## src/pce_pkg.sv

```systemverilog
// pce_pkg: types and constants for the pixel color effect pipeline
// effect codes, sepia coefficients (unsigned Q0.16) and internal widths
// no dependencies
package pce_pkg;

    // effect selector codes
    typedef enum logic [2:0] {
        EFF_RED   = 3'd0,
        EFF_GREEN = 3'd1,
        EFF_BLUE  = 3'd2,
        EFF_MEAN  = 3'd3,
        EFF_MAX   = 3'd4,
        EFF_SEPIA = 3'd5
    } t_effect;

    localparam int CH_W   = 8;
    localparam int COEF_W = 16;
    localparam int PROD_W = CH_W + COEF_W;
    localparam int SUM_W  = PROD_W + 2;
    localparam int TRI_W  = CH_W + 2;

    // reciprocal of three: floor(s * 683 / 2048) == s / 3 for s <= 765
    localparam int          RECIP_SHIFT = 11;
    localparam logic [10:0] RECIP3      = 11'd683;
    localparam int          MEAN_PROD_W = TRI_W + 11;

    typedef logic [COEF_W-1:0] t_coef;

    // sepia coefficients, coefficient * 65536 rounded to nearest
    localparam t_coef SEP_RR = 16'd25756;
    localparam t_coef SEP_RG = 16'd50397;
    localparam t_coef SEP_RB = 16'd12386;
    localparam t_coef SEP_GR = 16'd22872;
    localparam t_coef SEP_GG = 16'd44958;
    localparam t_coef SEP_GB = 16'd11010;
    localparam t_coef SEP_BR = 16'd17826;
    localparam t_coef SEP_BG = 16'd34996;
    localparam t_coef SEP_BB = 16'd8585;

    // original pixel travelling along the pipeline
    typedef struct packed {
        logic [CH_W-1:0] red;
        logic [CH_W-1:0] green;
        logic [CH_W-1:0] blue;
        logic            last;
    } t_pixel;

endpackage

```

## src/pixel_color_effect.sv

```systemverilog
// pixel_color_effect: three-stage pipeline applying a selectable color effect
// to an 8-bit RGB stream; depends on pce_pkg
//
//  channel   | dir | handshake                 | payload
//  ----------+-----+---------------------------+-----------------------------------------------
//  pixel in  | in  | i_in_valid / o_in_ready   | i_in_red, i_in_green, i_in_blue, i_in_last
//  pixel out | out | o_out_valid / i_out_ready | o_out_red, o_out_green, o_out_blue, o_out_last
//  config    | in  | i_cfg_valid / o_cfg_ready | i_cfg_data (effect select)
//
// one pixel per clock sustained while the output is ready; a pixel passes the three
// register stages in order before output valid rises: stage 1 holds the sepia products,
// stage 2 the product sums and the mean by reciprocal multiply, stage 3 saturation
// and effect select.
// synchronous active-low reset clears the valid bits and sets the effect to red only.
// each stage moves when it is empty or the stage after it moves, so a stall at
// the output fills bubbles first and nothing is dropped or repeated.
module pixel_color_effect
    import pce_pkg::*;
(
    input  logic              i_clk,
    input  logic              i_rst_n,
    // configuration write
    input  logic              i_cfg_valid,
    output logic              o_cfg_ready,
    input  logic [2:0]        i_cfg_data,
    // input pixel
    input  logic              i_in_valid,
    output logic              o_in_ready,
    input  logic [CH_W-1:0]   i_in_red,
    input  logic [CH_W-1:0]   i_in_green,
    input  logic [CH_W-1:0]   i_in_blue,
    input  logic              i_in_last,
    // output pixel
    output logic              o_out_valid,
    input  logic              i_out_ready,
    output logic [CH_W-1:0]   o_out_red,
    output logic [CH_W-1:0]   o_out_green,
    output logic [CH_W-1:0]   o_out_blue,
    output logic              o_out_last
);

    // effect register
    logic [2:0] r_effect;

    // stage 1: products, channel sum, channel max
    logic              r_s1_valid;
    t_pixel            r_s1_pix;
    logic [2:0]        r_s1_eff;
    logic [PROD_W-1:0] r_s1_rr, r_s1_rg, r_s1_rb;
    logic [PROD_W-1:0] r_s1_gr, r_s1_gg, r_s1_gb;
    logic [PROD_W-1:0] r_s1_br, r_s1_bg, r_s1_bb;
    logic [TRI_W-1:0]  r_s1_tri;
    logic [CH_W-1:0]   r_s1_max;

    // stage 2: product sums, mean, max
    logic                   r_s2_valid;
    t_pixel                 r_s2_pix;
    logic [2:0]             r_s2_eff;
    logic [SUM_W-1:0]       r_s2_sum_r, r_s2_sum_g, r_s2_sum_b;
    logic [CH_W-1:0]        r_s2_mean;
    logic [CH_W-1:0]        r_s2_max;

    // stage 3: output register
    logic              r_s3_valid;
    t_pixel            r_s3_pix;

    logic adv_s1, adv_s2, adv_s3;
    logic in_xfer;

    logic [CH_W-1:0]        in_max_rg;
    logic [MEAN_PROD_W-1:0] mean_prod;
    logic [SUM_W-CH_W-COEF_W+CH_W-1:0] sep_r_hi, sep_g_hi, sep_b_hi;
    logic [CH_W-1:0]        sat_r, sat_g, sat_b;
    t_pixel                 n_s3_pix;

    // stall chain: a stage moves when empty or when its successor moves
    assign adv_s3      = !r_s3_valid || i_out_ready;
    assign adv_s2      = !r_s2_valid || adv_s3;
    assign adv_s1      = !r_s1_valid || adv_s2;
    assign o_in_ready  = adv_s1;
    assign in_xfer     = i_in_valid && adv_s1;
    assign o_cfg_ready = 1'b1;

    // configuration transfer
    always_ff @(posedge i_clk) begin
        if (!i_rst_n) begin
            r_effect <= EFF_RED;
        end else if (i_cfg_valid) begin
            r_effect <= i_cfg_data;
        end
    end

    // stage 1 valid
    always_ff @(posedge i_clk) begin
        if (!i_rst_n) begin
            r_s1_valid <= 1'b0;
        end else if (adv_s1) begin
            r_s1_valid <= i_in_valid;
        end
    end

    assign in_max_rg = (i_in_red > i_in_green) ? i_in_red : i_in_green;

    // stage 1 payload: nine coefficient products, channel sum and channel max
    always_ff @(posedge i_clk) begin
        if (in_xfer) begin
            r_s1_pix <= '{red: i_in_red, green: i_in_green, blue: i_in_blue, last: i_in_last};
            r_s1_eff <= r_effect;
            r_s1_rr  <= PROD_W'(i_in_red)   * PROD_W'(SEP_RR);
            r_s1_rg  <= PROD_W'(i_in_green) * PROD_W'(SEP_RG);
            r_s1_rb  <= PROD_W'(i_in_blue)  * PROD_W'(SEP_RB);
            r_s1_gr  <= PROD_W'(i_in_red)   * PROD_W'(SEP_GR);
            r_s1_gg  <= PROD_W'(i_in_green) * PROD_W'(SEP_GG);
            r_s1_gb  <= PROD_W'(i_in_blue)  * PROD_W'(SEP_GB);
            r_s1_br  <= PROD_W'(i_in_red)   * PROD_W'(SEP_BR);
            r_s1_bg  <= PROD_W'(i_in_green) * PROD_W'(SEP_BG);
            r_s1_bb  <= PROD_W'(i_in_blue)  * PROD_W'(SEP_BB);
            r_s1_tri <= TRI_W'(i_in_red) + TRI_W'(i_in_green) + TRI_W'(i_in_blue);
            r_s1_max <= (in_max_rg > i_in_blue) ? in_max_rg : i_in_blue;
        end
    end

    // stage 2 valid
    always_ff @(posedge i_clk) begin
        if (!i_rst_n) begin
            r_s2_valid <= 1'b0;
        end else if (adv_s2) begin
            r_s2_valid <= r_s1_valid;
        end
    end

    // mean by reciprocal multiply
    assign mean_prod = MEAN_PROD_W'(r_s1_tri) * MEAN_PROD_W'(RECIP3);

    // stage 2 payload: per-channel sums, mean and max
    always_ff @(posedge i_clk) begin
        if (adv_s2 && r_s1_valid) begin
            r_s2_pix   <= r_s1_pix;
            r_s2_eff   <= r_s1_eff;
            r_s2_sum_r <= SUM_W'(r_s1_rr) + SUM_W'(r_s1_rg) + SUM_W'(r_s1_rb);
            r_s2_sum_g <= SUM_W'(r_s1_gr) + SUM_W'(r_s1_gg) + SUM_W'(r_s1_gb);
            r_s2_sum_b <= SUM_W'(r_s1_br) + SUM_W'(r_s1_bg) + SUM_W'(r_s1_bb);
            r_s2_mean  <= mean_prod[RECIP_SHIFT +: CH_W];
            r_s2_max   <= r_s1_max;
        end
    end

    // drop the Q0.16 fraction and saturate at full scale
    assign sep_r_hi = r_s2_sum_r[SUM_W-1:COEF_W];
    assign sep_g_hi = r_s2_sum_g[SUM_W-1:COEF_W];
    assign sep_b_hi = r_s2_sum_b[SUM_W-1:COEF_W];
    assign sat_r    = (|sep_r_hi[SUM_W-COEF_W-1:CH_W]) ? '1 : sep_r_hi[CH_W-1:0];
    assign sat_g    = (|sep_g_hi[SUM_W-COEF_W-1:CH_W]) ? '1 : sep_g_hi[CH_W-1:0];
    assign sat_b    = (|sep_b_hi[SUM_W-COEF_W-1:CH_W]) ? '1 : sep_b_hi[CH_W-1:0];

    // effect select
    always_comb begin
        n_s3_pix = r_s2_pix;
        case (r_s2_eff)
            EFF_RED: begin
                n_s3_pix.green = '0;
                n_s3_pix.blue  = '0;
            end
            EFF_GREEN: begin
                n_s3_pix.red  = '0;
                n_s3_pix.blue = '0;
            end
            EFF_BLUE: begin
                n_s3_pix.red   = '0;
                n_s3_pix.green = '0;
            end
            EFF_MEAN: begin
                n_s3_pix.red   = r_s2_mean;
                n_s3_pix.green = r_s2_mean;
                n_s3_pix.blue  = r_s2_mean;
            end
            EFF_MAX: begin
                n_s3_pix.red   = r_s2_max;
                n_s3_pix.green = r_s2_max;
                n_s3_pix.blue  = r_s2_max;
            end
            EFF_SEPIA: begin
                n_s3_pix.red   = sat_r;
                n_s3_pix.green = sat_g;
                n_s3_pix.blue  = sat_b;
            end
            // unused codes pass the pixel through
            default: begin
                n_s3_pix = r_s2_pix;
            end
        endcase
    end

    // stage 3 valid
    always_ff @(posedge i_clk) begin
        if (!i_rst_n) begin
            r_s3_valid <= 1'b0;
        end else if (adv_s3) begin
            r_s3_valid <= r_s2_valid;
        end
    end

    // stage 3 payload
    always_ff @(posedge i_clk) begin
        if (adv_s3 && r_s2_valid) begin
            r_s3_pix <= n_s3_pix;
        end
    end

    // output ports
    assign o_out_valid = r_s3_valid;
    assign o_out_red   = r_s3_pix.red;
    assign o_out_green = r_s3_pix.green;
    assign o_out_blue  = r_s3_pix.blue;
    assign o_out_last  = r_s3_pix.last;

endmodule
```

## config.mk

```make
export PLATFORM = sky130hd
export DESIGN_NAME = pixel_color_effect
export DESIGN_NICKNAME = d
export VERILOG_FILES = /design/src/pce_pkg.sv /design/src/pixel_color_effect.sv
export SDC_FILE = /design/constraint.sdc
export NUM_CORES = 1
export LEC_CHECK = 0
export BUFFER_PORTS_ARGS = -buffer_cell sky130_fd_sc_hd__clkbuf_2
export CORE_MARGIN = 1
export CORE_UTILIZATION = 60
export CTS_BUF_LIST = sky130_fd_sc_hd__clkbuf_4 sky130_fd_sc_hd__clkbuf_8
export DETAILED_ROUTE_END_ITERATION = 10
export PLACE_DENSITY = 0.78
export SETUP_SLACK_MARGIN = 0.1
export SLEW_MARGIN = 10
export SYNTH_ARGS = -nofsm -noshare
export SYNTH_HDL_FRONTEND = slang
export SYNTH_SLANG_ARGS = --single-unit
```

## constraint.sdc

```tcl
create_clock -name i_clk -period 23.3 [get_ports i_clk]
set_input_delay 5.825 -clock i_clk [delete_from_list [all_inputs] [get_ports i_clk]]
set_output_delay 5.825 -clock i_clk [all_outputs]
set_load 0.02 [all_outputs]
```

==> impl_metrics.csv <==
group,metric,value,unit
floorplanning,die_width,221,um
floorplanning,rows,79,
critical_path,worst-path-stages,4,
drt,wl_per_cell,21.8,um
sta,setup_viol,0,
synthesis,synth_seq_cells,316,
pwr,ir_drop,0.102,mV
synthesis,ys_top_cells_by_count,"ha_1, inv_1, edfxtp_1",
grt,grt.total_usage,30.2,%
clocking,cts.clk_slew.worst_paths,0.06,ns
drt,via_per_inst,5.90,
drt,dr.pass1.iters,10,
synthesis,synth_most_common_cell,"ha_1",
grt,grt_pass1_wl,109000,um
finish,antenna_cells,0,
pwr,p_leak,14.6,nW
sta,final.min_clock_period,12.72,ns
synthesis,ys_types,70,
drt,wirelength,70700,um
critical_path,crit_slowest_cell,"nor2b_1",
pwr,power_frac_comb,62.0,%
sta,fmax,78.6,MHz
pwr,switching_share,44.0,%
clocking,clockRootBuffer,"clkbuf_8",
synthesis,synth_largest_area_cell,"edfxtp_1",
clocking,post_cts_resize_count,0,
placement,dp.cells,3160,
clocking,clk_latency,0.66,ns
sta,maxSlewViolCount,0,
grt,grt_max_degree,87,
critical_path,end_kind,"output pin",
sta,period_share,54.6,%
placement,port_buffers,59,
sta,skew,0.0486,ns
floorplanning,die_h,221,um
sta,tightest_slew,1.21,ns
sta,hold_ws,0.418,ns
sta,finalSetupTns,0,ns
drt,drc,8,
status,failed_checks,"DRC",
placement,place_congestion,0.942,
grt,grt_overflow_total,0,
synthesis,yosys_warnings,0,
synthesis,netlist_instances,2495,
finish,fin_area,30900,um2
synthesis,ys_seq_area_share,32.9,%
placement,post-place-ws,10.63,ns
clocking,htreeDepth,2,
finish,stdcell_count,3248,
finish,drive_gt1_share,6.82,%
grt,antenna_found_initial,2,
critical_path,crit_required,17.48,ns
synthesis,synth_area,28700,um2
placement,placed_area,29800,um2
finish,area.growth.synth_to_final,7.54,%
floorplanning,core_area,46900,um2
clocking,clock-sinks,316,
critical_path,critPathKind,"in -> out",
critical_path,slowest_delay,0.59,ns
finish,num-fill-cells,3552,
synthesis,ys.flop_type,"edfxtp_1",
placement,dp_hpwl,57400,um
grt,grt_pass1_vias,20000,
clocking,cts_inserted_buffers,54,
critical_path,critPathBufInv,2,
pwr,pwr-share-clk,12.4,%
clocking,cts_tree,"done",
floorplanning,start_util,61.3,%
critical_path,critPathTopFamily,"simple AND/OR/NAND/NOR gates",
sta,rsz0062_at_grt,"no",
hold_path,hold-path-cell-count,0,
pwr,power_density,134,nW/um2
pwr,power,4.14,mW
drt,drtIter0Drc,1289,
job,maxCapViolCount,0,
critical_path,rr_worst_depth,16,
sta,worst_slack,10.58,ns
finish,utilization,65.9,%
clocking,cts_hold_buf,0,
clocking,post_cts_buffers,0,
finish,multi_input_area,17700,um2
critical_path,path_cells,"clkbuf_2, nor2b_1, nand3_1, clkbuf_2",
finish,seqCellArea,9430,um2
sta,slew_headroom,17.4,%
synthesis,synth.avg_cell_area,11.5,um2
critical_path,arrival,6.89,ns
floorplanning,pin_count,61,
synthesis,synth_top_area_share,32.4,%
pwr,internal_power,2.32,mW
synthesis,synthArstFlopShare,0,%
clocking,cts_buffer_depth,3,
drt,vias,19200,
synthesis,synth_edf_count,310,
floorplanning,dieArea,48700,um2
pwr,p_seq_share,25.6,%
pwr,p_sw,1.82,mW
critical_path,cpMostUsedCell,"clkbuf_2",
critical_path,path_max_fanout,6,
synthesis,synth_nets,3299,
hold_path,min_path_type,"reg -> reg",
sta,hold_viol,0,
drt,ant_nets,0,
critical_path,worstSetupStartpointType,"input port",
synthesis,synthTopCellsByArea,"edfxtp_1, ha_1, fa_1",
status,status,"finished with violations",
finish,nets,3413,
## registers in the layout, summed over array words and instances (netlist names), 10 cells and up
signal,flops
r_s1_pix,25
r_s2_pix,24
r_s1_gg,22
r_s1_rg,22
r_s1_bb,19
r_s1_gr,19
r_s1_rr,19
r_s1_bg,18
r_s1_br,18
r_s1_rb,17
r_s1_gb,14
r_s1_tri,10
## worst register-to-register path, cell delays in order (launching register included)
cell,delay [ns]
edfxtp_1,0.50
ha_1,0.37
ha_1,0.28
inv_1,0.05
fa_1,0.50
fa_1,0.53
inv_1,0.06
fa_1,0.46
ha_1,0.34
a21oi_1,0.23
nand3_1,0.12
o211ai_1,0.25
o22ai_1,0.20
o41ai_2,0.38
nor2_1,0.11
a2111oi_0,0.52
xnor2_1,0.12
## cell type report
| type | count | share of cell area [%] |
|---|---|---|
| clock buffers | 67 | 2.72 |
| clock inverters | 21 | 0.713 |
| inverters | 415 | 5.05 |
| multi-input cells | 1757 | 57.4 |
| flip-flops and latches | 316 | 30.5 |
| well taps | 607 | 2.46 |
| repair buffers | 65 | 1.10 |
## per-layer routing
layer  track usage, %  wire length (um)
met1             38.4             29200
met2             50.4             33400
met3             5.07              4550
met4             14.3              3560
met5                0                31
## cells by family after synthesis
logic type | share of synthesized area [%]
AND/OR/NAND/NOR | 6.61
XOR/XNOR | 4.94
AO/OA/AOI/OAI | 9.46
other | 0.0131
multiplexers | 0.776
adder cells (fa/ha/maj) | 39.8
flip-flops | 32.9
buffers and inverters | 5.54
## worst paths after layout
kind	start	endpoint	slack (ns)
setup / recovery	i_out_ready	o_in_ready	10.58
hold / removal	r_s1_eff[2]	r_s2_eff[2]	0.42
setup reg to reg	r_s1_tri[5]	r_s2_mean[7]	17.99
hold reg to reg	r_s1_eff[2]	r_s2_eff[2]	0.42
## power by group through the flow
stage | sequential [mW] | combinational, mW | clock, mW
4_1_cts | 1.06 | 2.56 | 0.519
2_1_floorplan | 1.01 | 1.89 | 0
3_5_place_dp | 1.07 | 2.54 | 0
5_1_grt | 1.07 | 2.88 | 0.544
6_report | 1.06 | 2.57 | 0.513
3_3_place_gp | 1.06 | 2.43 | 0
## cells in the final DEF, fill, tap and decap left out, drive strengths merged, types with 11 or more instances in the layout
cell type / synthesis / final
mux2i: 11 / 11
ha: 534 / 534
nor2b: 25 / 25
xnor2: 123 / 123
a21oi: 119 / 119
a2111oi: 12 / 12
a31oi: 22 / 22
inv: 415 / 416
nand3: 48 / 48
a21o: 52 / 52
xor2: 39 / 39
nand4: 15 / 15
and3: 19 / 19
o21bai: 23 / 23
nand2: 88 / 88
o21a: 22 / 22
nor2: 94 / 94
nor3: 38 / 38
edfxtp: 310 / 310
o21ai: 79 / 79
nand2b: 16 / 16
fa: 237 / 237
clkbuf: 4 / 126
or3: 18 / 18
clkinv: 0 / 15
Power figures use the tool's default switching activity.
